$ cat src/hdl/nrlc_pkg.sv
// Shared types, constants and helper functions for the reply line checker.
// Used by nrlc_parser and nmea_reply_line_checker_unit; no dependencies.
package nrlc_pkg;

	localparam int MAX_LINE   = 128;
	localparam int MAX_FIELDS = 16;

	localparam int CNT_W = $clog2(MAX_LINE);
	localparam int FLD_W = 4;
	localparam int PFX_W = 24;

	localparam logic [7:0] CH_LF     = 8'h0A;
	localparam logic [7:0] CH_SPACE  = 8'h20;
	localparam logic [7:0] CH_DOLLAR = 8'h24;
	localparam logic [7:0] CH_STAR   = 8'h2A;
	localparam logic [7:0] CH_COMMA  = 8'h2C;
	localparam logic [7:0] CH_E      = 8'h45;
	localparam logic [7:0] CH_R      = 8'h52;

	typedef enum logic [2:0] {
		KIND_CMD     = 3'd0,
		KIND_FIELD   = 3'd1,
		KIND_SEP     = 3'd2,
		KIND_TRAILER = 3'd3,
		KIND_NEWLINE = 3'd4
	} kind_t;

	typedef enum logic [2:0] {
		ST_BUSY     = 3'd0,
		ST_OK       = 3'd1,
		ST_ERR      = 3'd2,
		ST_BAD      = 3'd3,
		ST_LONG     = 3'd4,
		ST_FIELDS   = 3'd5,
		ST_NOFIELD  = 3'd6,
		ST_IGNORED  = 3'd7
	} status_t;

	typedef enum logic [2:0] {
		ERR_IDLE    = 3'd0,
		ERR_WANT_E  = 3'd1,
		ERR_WANT_R1 = 3'd2,
		ERR_WANT_R2 = 3'd3,
		ERR_MATCHED = 3'd4,
		ERR_FAILED  = 3'd5
	} err_step_t;

	typedef struct packed {
		logic [7:0]       running_xor;
		logic [CNT_W-1:0] char_count;
		logic [23:0]      last_three;
		logic             starts_with_dollar;
		logic             prefix_matches;
		logic             prefix_done;
		logic             in_command_word;
		logic             star_seen;
		logic [FLD_W-1:0] current_field;
		logic             fields_exceeded;
		err_step_t        err_step;
		logic             line_too_long;
	} line_state_t;

	localparam line_state_t LINE_CLEAR = '{
		running_xor:        8'd0,
		char_count:         '0,
		last_three:         24'd0,
		starts_with_dollar: 1'b0,
		prefix_matches:     1'b1,
		prefix_done:        1'b0,
		in_command_word:    1'b1,
		star_seen:          1'b0,
		current_field:      '0,
		fields_exceeded:    1'b0,
		err_step:           ERR_IDLE,
		line_too_long:      1'b0
	};

	typedef struct packed {
		logic [7:0]       echo_byte;
		logic [FLD_W-1:0] field_index;
		kind_t            char_kind;
		logic             line_done;
		status_t          line_status;
		logic [FLD_W-1:0] field_count;
	} result_t;

	// Lowercase hex character for one nibble.
	function automatic logic [7:0] hex_char(input logic [3:0] nib);
		logic [7:0] c;
		if (nib < 4'd10) begin
			c = 8'h30 + {4'd0, nib};
		end else begin
			c = 8'h57 + {4'd0, nib};
		end
		return c;
	endfunction

	// Expected character at a prefix position; position 0 is the top byte.
	function automatic logic [7:0] prefix_byte(input logic [PFX_W-1:0] pfx,
			input logic [1:0] pos);
		logic [7:0] c;
		case (pos)
			2'd0: begin
				c = pfx[23:16];
			end
			2'd1: begin
				c = pfx[15:8];
			end
			2'd2: begin
				c = pfx[7:0];
			end
			default: begin
				c = pfx[23:16];
			end
		endcase
		return c;
	endfunction

endpackage

$ cat src/hdl/nrlc_parser.sv
// Per-line state of the reply checker and the combinational byte classifier.
// Depends on nrlc_pkg for the state and result structs and character codes.
module nrlc_parser (
	input  logic                       clk,
	input  logic                       arst_n,
	input  logic                       step,
	input  logic [7:0]                 rx_byte,
	input  logic [nrlc_pkg::PFX_W-1:0] prefix,
	output nrlc_pkg::result_t          res
);
	import nrlc_pkg::*;

	line_state_t      st_q;
	line_state_t      st_nxt;
	status_t          verdict;
	logic             pm;
	logic [7:0]       star_c;
	logic [7:0]       hi_c;
	logic [7:0]       lo_c;
	logic [7:0]       cs;
	logic [FLD_W:0]   field_inc;
	logic [7:0]       err_char;

	// Verdict for the line held in st_q, used only on a newline.
	always_comb begin
		pm     = st_q.prefix_matches;
		star_c = st_q.last_three[23:16];
		hi_c   = st_q.last_three[15:8];
		lo_c   = st_q.last_three[7:0];
		cs     = st_q.running_xor ^ star_c ^ hi_c ^ lo_c;
		if (pm && !st_q.prefix_done && st_q.char_count < CNT_W'(3)) begin
			pm = (prefix_byte(prefix, st_q.char_count[1:0]) == 8'd0);
		end
		if (st_q.line_too_long) begin
			verdict = ST_LONG;
		end else if (!pm) begin
			verdict = ST_IGNORED;
		end else if (st_q.char_count <= CNT_W'(5) || !st_q.starts_with_dollar ||
				star_c != CH_STAR || hi_c != hex_char(cs[7:4]) ||
				lo_c != hex_char(cs[3:0])) begin
			verdict = ST_BAD;
		end else if (st_q.fields_exceeded) begin
			verdict = ST_FIELDS;
		end else if (st_q.current_field == '0) begin
			verdict = ST_NOFIELD;
		end else if (st_q.err_step == ERR_MATCHED) begin
			verdict = ST_ERR;
		end else begin
			verdict = ST_OK;
		end
	end

	always_comb begin
		case (st_q.err_step)
			ERR_WANT_E: begin
				err_char = CH_E;
			end
			default: begin
				err_char = CH_R;
			end
		endcase
	end

	assign field_inc = {1'b0, st_q.current_field} + (FLD_W+1)'(1);

	always_comb begin
		st_nxt          = st_q;
		res.echo_byte   = rx_byte;
		res.field_index = st_q.current_field;
		res.char_kind   = KIND_FIELD;
		res.line_done   = 1'b0;
		res.line_status = ST_BUSY;
		res.field_count = '0;
		if (rx_byte == CH_LF) begin
			res.char_kind   = KIND_NEWLINE;
			res.line_done   = 1'b1;
			res.line_status = verdict;
			res.field_count = st_q.current_field;
			st_nxt          = LINE_CLEAR;
		end else if (st_q.line_too_long ||
				st_q.char_count >= CNT_W'(MAX_LINE - 1)) begin
			// The byte does not fit: it is dropped and only the flag changes.
			st_nxt.line_too_long = 1'b1;
		end else begin
			if (st_q.char_count == '0 && rx_byte == CH_DOLLAR) begin
				st_nxt.starts_with_dollar = 1'b1;
			end
			if (st_q.char_count < CNT_W'(3) && st_q.prefix_matches &&
					!st_q.prefix_done) begin
				if (rx_byte != prefix_byte(prefix, st_q.char_count[1:0])) begin
					st_nxt.prefix_matches = 1'b0;
				end else if (rx_byte == 8'd0) begin
					st_nxt.prefix_done = 1'b1;
				end
			end
			if (st_q.char_count != '0) begin
				st_nxt.running_xor = st_q.running_xor ^ rx_byte;
			end
			st_nxt.last_three = {st_q.last_three[15:0], rx_byte};
			st_nxt.char_count = st_q.char_count + CNT_W'(1);
			if (st_q.err_step == ERR_WANT_E || st_q.err_step == ERR_WANT_R1 ||
					st_q.err_step == ERR_WANT_R2) begin
				if (rx_byte == err_char) begin
					st_nxt.err_step = err_step_t'(st_q.err_step + 3'd1);
				end else begin
					st_nxt.err_step = ERR_FAILED;
				end
			end
			if (st_q.star_seen) begin
				res.char_kind = KIND_TRAILER;
			end else if (rx_byte == CH_STAR) begin
				st_nxt.star_seen = 1'b1;
				res.char_kind    = KIND_TRAILER;
			end else if (st_q.in_command_word) begin
				if (rx_byte == CH_SPACE) begin
					st_nxt.in_command_word = 1'b0;
					st_nxt.current_field   = FLD_W'(1);
					st_nxt.err_step        = ERR_WANT_E;
					res.char_kind          = KIND_SEP;
				end else begin
					res.char_kind = KIND_CMD;
				end
			end else if (rx_byte == CH_COMMA) begin
				res.char_kind = KIND_SEP;
				if (!st_q.fields_exceeded) begin
					if (field_inc >= (FLD_W+1)'(MAX_FIELDS)) begin
						st_nxt.fields_exceeded = 1'b1;
					end else begin
						st_nxt.current_field = field_inc[FLD_W-1:0];
					end
				end
			end else begin
				res.char_kind = KIND_FIELD;
			end
			res.field_index = st_nxt.current_field;
		end
	end

	always_ff @(posedge clk or negedge arst_n) begin
		if (!arst_n) begin
			st_q <= LINE_CLEAR;
		end else if (step) begin
			st_q <= st_nxt;
		end
	end

endmodule

$ cat src/hdl/nmea_reply_line_checker_unit.sv
// Top level of the reply line checker: input stage, result register, prefix register.
// Depends on nrlc_pkg and nrlc_parser.
//
// Usage: reply characters arrive one per beat on the s_axis slave channel and every
// beat produces exactly one result beat on the m_axis master channel. The result
// echoes the character, tags it with its field index and a kind (tuser), and on the
// newline that ends a line raises tlast together with the line verdict and the index
// of the last field opened. On every other beat status and field count are zero.
// The expected three-character prefix is loaded through cfg_wen/cfg_wdata while the
// block is idle; lines that do not start with it still get a newline beat, status 7 (4 if too long).
//
// Flow: an accepted input beat is held in the input stage, classified there by the
// parser, and its result is registered in the output register for the receiver.
// Throughput is one beat per cycle while the receiver is ready: the input stage and
// the output register form a two-deep pipeline, and the classifier is short
// combinational logic between them. When the receiver stalls the result register
// holds; one more input beat can still be taken into the input stage, after which
// s_axis_tready drops until the output beat is taken.
//
// Reset clears all line state, empties both stages and sets the prefix to zero.
module nmea_reply_line_checker_unit (
	input  logic        clk,
	input  logic        arst_n,
	input  logic        cfg_wen,
	input  logic [23:0] cfg_wdata,      // expected_prefix, first character in [23:16]
	input  logic        s_axis_tvalid,
	output logic        s_axis_tready,
	input  logic [7:0]  s_axis_tdata,   // [7:0] rx_byte
	output logic        m_axis_tvalid,
	input  logic        m_axis_tready,
	output logic [23:0] m_axis_tdata,   // [7:0] echo_byte, [11:8] field_index,
	                                    // [14:12] line_status, [18:15] field_count
	output logic [2:0]  m_axis_tuser,   // [2:0] char_kind
	output logic        m_axis_tlast    // line_done
);
	import nrlc_pkg::*;

	logic [PFX_W-1:0] prefix_q;
	logic             valid_s1;
	logic [7:0]       byte_s1;
	logic             out_valid_s2;
	result_t          res_s2;
	result_t          res;
	logic             adv;

	// The parser works on the beat held in the input stage whenever the output
	// register is empty or is being emptied in the same cycle.
	assign adv           = valid_s1 && (!out_valid_s2 || m_axis_tready);
	assign s_axis_tready = !valid_s1 || adv;

	always_ff @(posedge clk or negedge arst_n) begin
		if (!arst_n) begin
			prefix_q <= '0;
		end else if (cfg_wen) begin
			prefix_q <= cfg_wdata;
		end
	end

	always_ff @(posedge clk or negedge arst_n) begin
		if (!arst_n) begin
			valid_s1 <= 1'b0;
		end else if (s_axis_tready) begin
			valid_s1 <= s_axis_tvalid;
		end
	end

	always_ff @(posedge clk) begin
		if (s_axis_tvalid && s_axis_tready) begin
			byte_s1 <= s_axis_tdata;
		end
	end

	nrlc_parser u_parser (
		.clk     (clk),
		.arst_n  (arst_n),
		.step    (adv),
		.rx_byte (byte_s1),
		.prefix  (prefix_q),
		.res     (res)
	);

	always_ff @(posedge clk or negedge arst_n) begin
		if (!arst_n) begin
			out_valid_s2 <= 1'b0;
		end else if (adv) begin
			out_valid_s2 <= 1'b1;
		end else if (m_axis_tready) begin
			out_valid_s2 <= 1'b0;
		end
	end

	always_ff @(posedge clk) begin
		if (adv) begin
			res_s2 <= res;
		end
	end

	assign m_axis_tvalid = out_valid_s2;
	assign m_axis_tdata  = {5'd0, res_s2.field_count, res_s2.line_status,
		res_s2.field_index, res_s2.echo_byte};
	assign m_axis_tuser  = res_s2.char_kind;
	assign m_axis_tlast  = res_s2.line_done;

	// A newline result always carries the newline kind and a final field count
	// equal to its own field index.
	a_done_kind: assert property (@(posedge clk) disable iff (!arst_n)
		out_valid_s2 && res_s2.line_done |->
			res_s2.char_kind == KIND_NEWLINE && res_s2.field_count == res_s2.field_index)
		else $error("newline result with wrong kind or field count");

	// Only a newline result carries a verdict or a field count.
	a_busy_status: assert property (@(posedge clk) disable iff (!arst_n)
		out_valid_s2 && !res_s2.line_done |->
			res_s2.line_status == ST_BUSY && res_s2.field_count == '0)
		else $error("verdict reported on a byte that is not a newline");

	// A beat waiting in the input stage stays put while the output is blocked.
	a_s1_hold: assert property (@(posedge clk) disable iff (!arst_n)
		valid_s1 && !adv |=> valid_s1 && $stable(byte_s1))
		else $error("input stage lost a beat during a stall");

	// Every processed beat lands in the output register.
	a_s2_load: assert property (@(posedge clk) disable iff (!arst_n)
		adv |=> out_valid_s2)
		else $error("processed beat did not reach the output register");

endmodule

$ cat config.mk
export PLATFORM = sky130hd
export DESIGN_NAME = nmea_reply_line_checker_unit
export DESIGN_NICKNAME = d
export VERILOG_FILES = /design/src/hdl/nrlc_pkg.sv /design/src/hdl/nrlc_parser.sv /design/src/hdl/nmea_reply_line_checker_unit.sv
export SDC_FILE = /design/constraint.sdc
export NUM_CORES = 1
export LEC_CHECK = 0
export ABC_AREA = 1
export BUFFER_PORTS_ARGS = -buffer_cell sky130_fd_sc_hd__buf_4
export CORE_MARGIN = 1.5
export CORE_UTILIZATION = 53
export CTS_BUF_LIST = sky130_fd_sc_hd__clkbuf_8 sky130_fd_sc_hd__clkbuf_16
export DETAILED_ROUTE_END_ITERATION = 12
export GPL_ROUTABILITY_DRIVEN = 0
export PLACE_DENSITY = 0.73
export SKIP_LAST_GASP = 1
export SLEW_MARGIN = 20
export SYNTH_ARGS = -nofsm -noshare
export SYNTH_HDL_FRONTEND = slang
export SYNTH_SLANG_ARGS = --single-unit
export TNS_END_PERCENT = 10
$ cat constraint.sdc
create_clock -name clk -period 2.3 [get_ports clk]
set_clock_uncertainty 0.05 [all_clocks]
set_input_delay 0.345 -clock clk [delete_from_list [all_inputs] [get_ports clk]]
set_output_delay 0.345 -clock clk [all_outputs]
set_load 0.02 [all_outputs]
Word level (Yosys, flattened, before mapping)

Cells that the tools add are included.

Word-level logic and storage cells: 161
Memories: 0
Memory bits (read-only): 0
Output and inout port bits: 30
Memory bits (writable): 0
Bits of input ports: 37
Latch bits: 0
Register bits: 110

Multiply operators: 0
Reductions and logical operators: 43
Add/sub/neg operators: 7
Order comparisons: 6
Divide/modulo/power cells: 0
Eq/ne operators: 21
Mux-type cells: 55
Shifts and indexed selects: 0
Bitwise gates (word level): 5

Operators with widths:

| kind                                                            | number |
|---|---|
| 8-bit 2-to-1 mux                                                | 13 |
| 53-bit 2-to-1 mux                                               | 1 |
| 52-bit 2-to-1 mux                                               | 1 |
| 3-bit 2-to-1 mux                                                | 12 |
| 8-bit by 6-bit == test with 1-bit output, second input constant | 4 |
| 8-bit bitwise XOR                                               | 4 |
| 8-bit != test                                                   | 3 |
| 7-bit by 4-bit adder with 8-bit output, first input constant    | 2 |
| 8-bit zero test                                                 | 2 |
| 4-bit 2-to-1 mux                                                | 4 |
| 8-bit one-hot mux with 2 select lines                           | 1 |
| 2-bit nonzero test                                              | 8 |
| 5-bit 2-to-1 mux                                                | 3 |
| 6-bit by 4-bit adder with 7-bit output, first input constant    | 2 |
| 1-bit 2-to-1 mux                                                | 14 |
| 10-bit 2-to-1 mux                                               | 1 |
| 1-bit logical OR                                                | 9 |
| 8-bit by 4-bit == test with 1-bit output, second input constant | 1 |
| 8-bit by 7-bit == test with 1-bit output                        | 1 |
| 4-bit less-than comparator, second input constant               | 2 |
| 2-bit 2-to-1 mux                                                | 4 |
| 8-bit by 6-bit != test with 1-bit output, second input constant | 1 |
| 4-bit AND reduction                                             | 2 |
| 7-bit by 1-bit adder with 7-bit output, second input constant   | 1 |
| 25 further kinds                                                | 41 |

Longest topological paths before layout

Gate-level depths: netlist of run 1.

Depth after elaboration: 15
Mapped depth: 18
Depth with buffers taken out: 18

Hierarchy

Synthesis of run 1 repeated with hierarchy kept, for this count alone.

Cells, all modules: 771
Area total of the unflattened synthesis: 6193.4 um2

By module, submodules not included:

| module                       | cells an instance | sequential area each (um2) | area each (um2) | instances |
|---|---|---|---|---|
| nrlc_parser                  | 621               | 1328.8                     | 4165.2          | 1 |
| nmea_reply_line_checker_unit | 150               | 1581.5                     | 2028.2          | 1 |

Worst setup path before layout of run 1

OpenSTA, ideal clock, no wires.

Kind: reg-to-reg
From: register u_parser.st_q[38] (netlist name)
To: register res_s2, in the netlist m_axis_tdata[14] (data pin)
Library setup time: 0.262 ns
Stages on the path, launching flop included: 12
Data arrival time: 1.989 ns
Clock period less this slack: 2.300 ns
Path buffers: 2
Data required time: 1.988 ns
Slack: 0.000 ns
Cells stage by stage: dfrtp_1 inv_1 ha_1 buf_2 buf_2 o21ai_0 nand4_1 or2_1 a21oi_1 inv_1 nor2_1 a21oi_1

Word-level cells in the longest chain between the ends: 8
Elaborated cells on any way between the ends: 16
Those cells by class: order compare (2); eq/ne (2); mux (6); reduce/logical (6)

Ends and longest elaborated chain:

| element                                        | RTL line                           | text |
|---|---|---|
| from (decl)                                    | nrlc_parser.sv:13                  | `line_state_t st_q;` |
| from (signal assigned)                         | nrlc_parser.sv:143                 | `st_q <= st_nxt;` |
| 7-bit by 3-bit <= comparator with 1-bit output | nrlc_parser.sv:38                  | `end else if (st_q.char_count <= CNT_W'(5) \|\| !st_q.starts_with_dollar \|\|` |
| 1-bit logical OR (2 in a row)                  | nrlc_parser.sv:38                  |  |
| 1-bit logical OR (2 in a row)                  | nrlc_parser.sv:39                  | `star_c != CH_STAR \|\| hi_c != hex_char(cs[7:4]) \|\|` |
| 3-bit 2-to-1 mux                               | nrlc_parser.sv:38                  |  |
| 3-bit 2-to-1 mux (*)                           | nrlc_parser.sv:36                  | `end else if (!pm) begin` |
| 3-bit 2-to-1 mux (*)                           | nrlc_parser.sv:34                  | `if (st_q.line_too_long) begin` |
| to (signal assigned)                           | nmea_reply_line_checker_unit.sv:94 | `res_s2 <= res;` |
| to (decl)                                      | nmea_reply_line_checker_unit.sv:42 | `result_t res_s2;` |

Every way passes the cells marked *; elsewhere a longest branch is shown, timed or not. The select of a mux whose other input is x is not followed.
A chain may end at the register's enable or synchronous reset.

Worst setup path in the final report of run 1

Ends and elaborated chain as after synthesis.

==> results.tsv, run 1 <==
stage	metric	value	unit
timing	final setup vio count	0	
run	max-cap check violation count	0	
power_and_ir_drop	PwrDens	1340	nW/µm²
clocking	clk sinks	110	
power_and_ir_drop	VDD IR-drop max	606	µV
synthesis	post-synth cell types	45	
timing	RSZ-0062 raised after global routing	yes	
global_route	All-Layer GR Usage	0.238	
placement	I/O Buffers	61	
die	initial cell density of the core	0.541	
synthesis	Synth Area per Inst	8.57	µm²
clocking	Inserted Clock Buffers	9	
setup_path	crit path launch type	flop	
timing	worst-margin pin slew	0.530	ns
global_route	largest net degree at the start of global routing	41	
synthesis	area fraction of the dominant cell type after synthesis	0.315	
power_and_ir_drop	sequential power share	0.301	
global_route	initial antenna violation count	0	
synthesis	cell area after synthesis	6120	µm²
cells_and_area	Final nets	862	
global_route	vias in the first global route	5060	
timing	maximum clock rate	440	MHz
die	die area	12200	µm²
run_status	status	finished, final reports clean	
setup_path	Slowest cell on crit path	dfrtp_1	
setup_path	Worst Setup Path Type	flop to flop	
route	remaining antenna violation count	0	
clocking	clock slew at reported path FFs	0.07	ns
route	drt pass-1 iters	5	
timing	slew margin rel.	0.647	
power_and_ir_drop	cell-internal power	5.50	mW
cells_and_area	Filler cells	936	
timing	setup TNS	0	ns
cells_and_area	Layout area overhead	20.6	%
die	core area	11300	µm²
timing	Hold Violations, Final	0	
setup_path	Cell Chain, Critical Path	inv_1 > buf_4 > ha_4 > nand2_1 > nand3_1 > o21ai_0 > nand4_1 > or2_1 > a21oi_2 > buf_4 > inv_1 > nor2_1 > a21oi_2	
global_route	gr ovfl total	0	
setup_path	WP data arrival	2.32	ns
setup_path	Top delay family on crit path	simple AND/OR/NAND/NOR gates	
setup_path	data required time of the critical path	2.35	ns
power_and_ir_drop	net switching power	4.41	mW
synthesis	Synth area leader	dfrtp_1	
setup_path	crit path max fanout	8	
power_and_ir_drop	clock share of power	0.145	
setup_path	max incr delay on CP	0.36	ns
route	Post-Route WL	14200	µm
clocking	clock tree buffer depth	2	
synthesis	Yosys warning count	0	
synthesis	sequential share of the synthesized area	0.475	
clocking	CTS root buffer	clkbuf_16	
setup_path	WP buf/inv	4	
die	I/O pins	67	
die	Die W	110	µm
clocking	# H-tree levels	3	
global_route	first-pass GRT wire length	23600	µm
clocking	Clock Latency Late Sink	0.35	ns
die	row count	39	
cells_and_area	diode count	0	
synthesis	top cells by area, synth	dfrtp_1 (31%), edfxtp_1 (15%), nand2_1 (9.6%), inv_1 (5.6%), mux2_2 (4.4%)	
die	Die Ht	110	µm
cells_and_area	share of post-route cells with drive strength above 1	0.267	
power_and_ir_drop	combinational share of power	0.555	
placement	Area after DPL	7000	µm²
route	vias	5136	
route	DRC violations left	0	
power_and_ir_drop	Pleak	3.53	nW
power_and_ir_drop	Sw Share	0.445	
timing	min Tclk post-route	2.27	ns
setup_path	Worst setup EP type	flop	
cells_and_area	Final Cell Area	7380	µm²
clocking	CTS tree	built	
route	via-per-instance ratio	5.35	
timing	Slew Limit Fails	0	
route	Iteration-0 DRC Markers	306	
worst_hold_path	worst hold path class	input pin to flop	
route	DR WL/cell	14.8	µm
synthesis	Mapped Cells	714	
synthesis	Yosys reg bits	110	
timing	fin crit share	0.988	
placement	Detailed Place HPWL	10800	µm
## metrics by stage
step	total power, mW	hold slack, ns	util	cells	setup WS [ns]
final	9.90	0.118	0.652	960	0.0269
after global placement	8.04	0.301	0.619	942	-0.131
after CTS	9.76	0.113	0.647	959	-0.00758
after detailed placement	8.23	0.300	0.619	942	-0.218
after floorplan	6.68	-0.000591	-	718	0.000740
after global routing	10.7	0.106	0.652	960	-0.127
## synthesized netlist by cell type (all sizes together)
| cell type | instances |
|---|---|
| ha | 13 |
| o41ai | 1 |
| conb | 1 |
| nand4 | 15 |
| nor4 | 3 |
| xor2 | 10 |
| xnor2 | 2 |
| nand3 | 46 |
| o21a | 1 |
| a21oi | 22 |
| and2 | 1 |
| or2 | 2 |
| a211oi | 1 |
| dfstp | 2 |
| mux2 | 24 |
| inv | 106 |
| buf | 15 |
| nand2 | 178 |
| clkbuf | 7 |
| nor3 | 18 |
| o21ai | 47 |
| dfrtp | 77 |
| o211ai | 4 |
| nor3b | 6 |
| edfxtp | 31 |
| nor2 | 56 |
| nand3b | 2 |
| o22ai | 23 |
## worst paths after layout
kind / start / end / slack (ns) / cells past startpoint
worst min register to register: u_parser.st_q[12] / u_parser.st_q[12] / 0.42 / 2
worst max register to register: u_parser.st_q[38] / m_axis_tdata[14] / 0.03 / 13
max in group asynchronous: arst_n / u_parser.st_q[37] / 1.15 / 3
min in group asynchronous: arst_n / valid_s1 / 0.45 / 2
worst max-delay path: u_parser.st_q[38] / m_axis_tdata[14] / 0.03 / 13
worst min-delay path: s_axis_tdata[4] / byte_s1[4] / 0.12 / 1
## registers in the layout (all words and copies together) (netlist names)
signal and cells:
byte_s1 8, m_axis_tdata 19, m_axis_tlast 1, m_axis_tuser 3, m_axis_tvalid 1, prefix_q 24
u_parser.hi_c 8, u_parser.lo_c 8, u_parser.st_q 37, valid_s1 1
## layout by cell type (no fill, tap or decap), drive strengths merged, types with 10 or more instances in the layout
cell / instances
mux2: 24
buf: 104
nor2: 56
ha: 13
nor3: 18
nand3: 46
edfxtp: 31
xor2: 10
o22ai: 23
a21oi: 22
inv: 111
o21ai: 47
nand4: 15
dfrtp: 77
nand2: 178
## metal layers
layer,vias to the layer above,GRT usage,wire length [µm]
li1,2529,-,-
met1,2420,0.304,6140
met2,159,0.406,6940
met3,28,0.0368,781
met4,0,0.0966,384
met5,-,0,0
## cell families after synthesis
family                   share of synthesized area
AND/OR/NAND/NOR                              0.262
buffers and inverters                       0.0854
flip-flops                                   0.475
AO/OA/AOI/OAI                               0.0887
multiplexers                                0.0442
adder cells (fa/ha/maj)                     0.0266
XOR/XNOR                                    0.0172
other                                     0.000613
## area by class of cell
class | count | area, µm² | area share
inverters | 106 | 400 | 0.0543
clock inverters | 7 | 43.8 | 0.00593
repair buffers | 105 | 828 | 0.112
flip-flops and latches | 110 | 2910 | 0.394
multi-input cells | 480 | 2790 | 0.378
clock buffers | 9 | 225 | 0.0305
well taps | 143 | 179 | 0.0242
## power groups by stage
stage	logic, mW	clock network, mW	registers (mW)
2_1_floorplan	3.68	0	2.99
3_3_place_gp	5.07	0	2.98
3_5_place_dp	5.22	0	3.00
4_1_cts	5.34	1.46	2.96
5_1_grt	6.10	1.54	3.04
6_report	5.49	1.43	2.98
## what timing repair did
action / 4_1_cts / 5_1_grt
buffers inserted: 0 / 1
hold buffers: 1 / 0
gates resized for setup: 7 / 13
pin swaps: 0 / 4
setup endpoints to repair: 5 / 19
endpoints found under the hold margin: 37 / 0
No activity file was read; power rests on OpenSTA's default activity.
==> run 2, diff against run 1 <==
Settings changed: RECOVER_POWER set to 25, REMOVE_ABC_BUFFERS set to 1.
==> results.tsv, run 2 (same netlist as run 1, synthesis figures left out) <==
stage	metric	value	unit
run_status	status	finished, final reports clean	
cells_and_area	most frequent cells in the layout	nand2_1 (151), inv_1 (90), buf_4 (85)	
setup_path	Worst setup EP type	flop	
cells_and_area	max reg flops	37	
die	Die W	110	µm
placement	Detailed Place HPWL	10900	µm
setup_path	WP buf/inv	2	
run	max-cap check violation count	0	
power_and_ir_drop	clock share of power	0.151	
power_and_ir_drop	cell-internal power	5.85	mW
timing	slew margin rel.	0.172	
power_and_ir_drop	Sw Share	0.449	
setup_path	data required time of the critical path	2.37	ns
placement	I/O Buffers	61	
global_route	vias in the first global route	5138	
global_route	gr ovfl total	0	
timing	Hold Violations, Final	0	
timing	Slew Limit Fails	0	
global_route	All-Layer GR Usage	0.242	
cells_and_area	share of post-route cells with drive strength above 1	0.294	
clocking	clk sinks	110	
route	remaining antenna violation count	0	
setup_path	CP dominant cell by count	nand2_1	
timing	maximum clock rate	436	MHz
die	core area	11300	µm²
clocking	Clock Latency Late Sink	0.35	ns
route	via-per-instance ratio	5.39	
power_and_ir_drop	PwrDens	1410	nW/µm²
die	row count	39	
route	DR WL/cell	15.6	µm
power_and_ir_drop	combinational share of power	0.567	
setup_path	Slowest cell on crit path	dfrtp_1	
clocking	# H-tree levels	3	
die	I/O pins	67	
global_route	initial antenna violation count	0	
timing	min Tclk post-route	2.30	ns
worst_hold_path	Worst Hold Launch	s_axis_tdata[5]	
cells_and_area	Most flops, register	u_parser.st_q	
cells_and_area	Final nets	864	
power_and_ir_drop	net switching power	4.76	mW
route	vias	5189	
setup_path	WP data arrival	2.36	ns
timing	final setup vio count	0	
power_and_ir_drop	sequential power share	0.282	
clocking	CTS root buffer	clkbuf_16	
power_and_ir_drop	VDD IR-drop max	944	µV
route	DRC violations left	0	
cells_and_area	diode count	0	
placement	DP Cell Count	940	
cells_and_area	Layout area overhead	23.1	%
clocking	clock tree buffer depth	2	
global_route	largest net degree at the start of global routing	41	
setup_path	crit path launch	u_parser.hi_c[0]	
global_route	first-pass GRT wire length	23900	µm
worst_hold_path	worst hold path class	input pin to flop	
clocking	clock slew at reported path FFs	0.07	ns
die	Die Ht	110	µm
die	initial cell density of the core	0.541	
cells_and_area	most common cell after layout, fill and taps aside	nand2_1	
die	die area	12200	µm²
timing	worst-margin pin slew	1.24	ns
timing	fin crit share	0.998	
setup_path	Crit Reg-Reg Startpoint	u_parser.hi_c[0]	
route	Iteration-0 DRC Markers	397	
setup_path	max incr delay on CP	0.41	ns
setup_path	Worst Setup Path Type	flop to flop	
timing	setup TNS	0	ns
route	Post-Route WL	15000	µm
power_and_ir_drop	Pleak	3.54	nW
cells_and_area	post-route insts no fill	962	
setup_path	crit path max fanout	3	
setup_path	crit path launch type	flop	
clocking	Inserted Clock Buffers	9	
timing	RSZ-0062 raised after global routing	yes	
route	drt pass-1 iters	4	
clocking	CTS tree	built	
setup_path	Top delay family on crit path	simple AND/OR/NAND/NOR gates	
setup_path	Cell Chain, Critical Path	inv_2 > nor2_4 > o21ai_1 > nand2_2 > xor2_2 > ha_4 > nand2_1 > nand2_1 > nand3_1 > nand3_2 > nor2_2 > nand2_1 > nor2_2 > nand4_1 > nand2_1 > inv_1	
-- run 2: final timing paths --
path | to | slack (ns) | depth (start not counted)
hold / removal | byte_s1[5] | 0.14 | 1
hold reg to reg | u_parser.st_q[12] | 0.43 | 2
max in group asynchronous | u_parser.st_q[12] | 0.73 | 3
setup / recovery | m_axis_tdata[13] | 0.004 | 16
min in group asynchronous | u_parser.st_q[7] | 0.66 | 2
setup reg to reg | m_axis_tdata[13] | 0.004 | 16
-- run 2: metrics by stage --
stage	setup slack, ns	total power [mW]	hold WS, ns	utilization	instance area (µm²)
global route	-0.117	11.4	0.130	0.665	7530
detailed placement	-0.175	8.21	0.311	0.616	6980
global placement	-0.136	8.01	0.305	0.616	6980
finish	0.00426	10.6	0.139	0.665	7530
floorplan	-0.345	6.58	-0.000591	-	6010
CTS	-0.00594	9.91	0.110	0.647	7330
-- run 2: power groups by stage --
stage / Clock [mW] / Sequential (mW) / Combinational (mW)
finish: 1.60 / 3.00 / 6.02
global route: 1.68 / 3.05 / 6.67
CTS: 1.62 / 2.96 / 5.32
detailed placement: 0 / 3.00 / 5.21
global placement: 0 / 2.97 / 5.04
floorplan: 0 / 2.99 / 3.58
-- run 2: per-layer routing --
layer  GRT usage  share of wire  up-vias  wire length, µm
met3      0.0434          0.055       41              818
met1       0.303           0.41     2422             6220
met2       0.409           0.50      185             7450
li1            -              -     2541                -
met4       0.112          0.034        0              514
met5           0              0        -                0
-- run 2: what timing repair did --
action / in CTS / in global routing
pin swaps: 1 / 10
hold buffers: 1 / 0
resized for setup: 7 / 56
hold endpoints to repair: 39 / 0
setup buffers: 1 / 4
setup endpoints to repair: 5 / 40
-- run 2: cell type report --
class                      instances  area (µm²)
sequential                       110        2910
clock inverter                     6        68.8
multi-input combinational        480        2930
fill                             947        3790
clock buffer                      10         239
inverter                         106         400
tap                              143         179
timing repair buffer             107         806
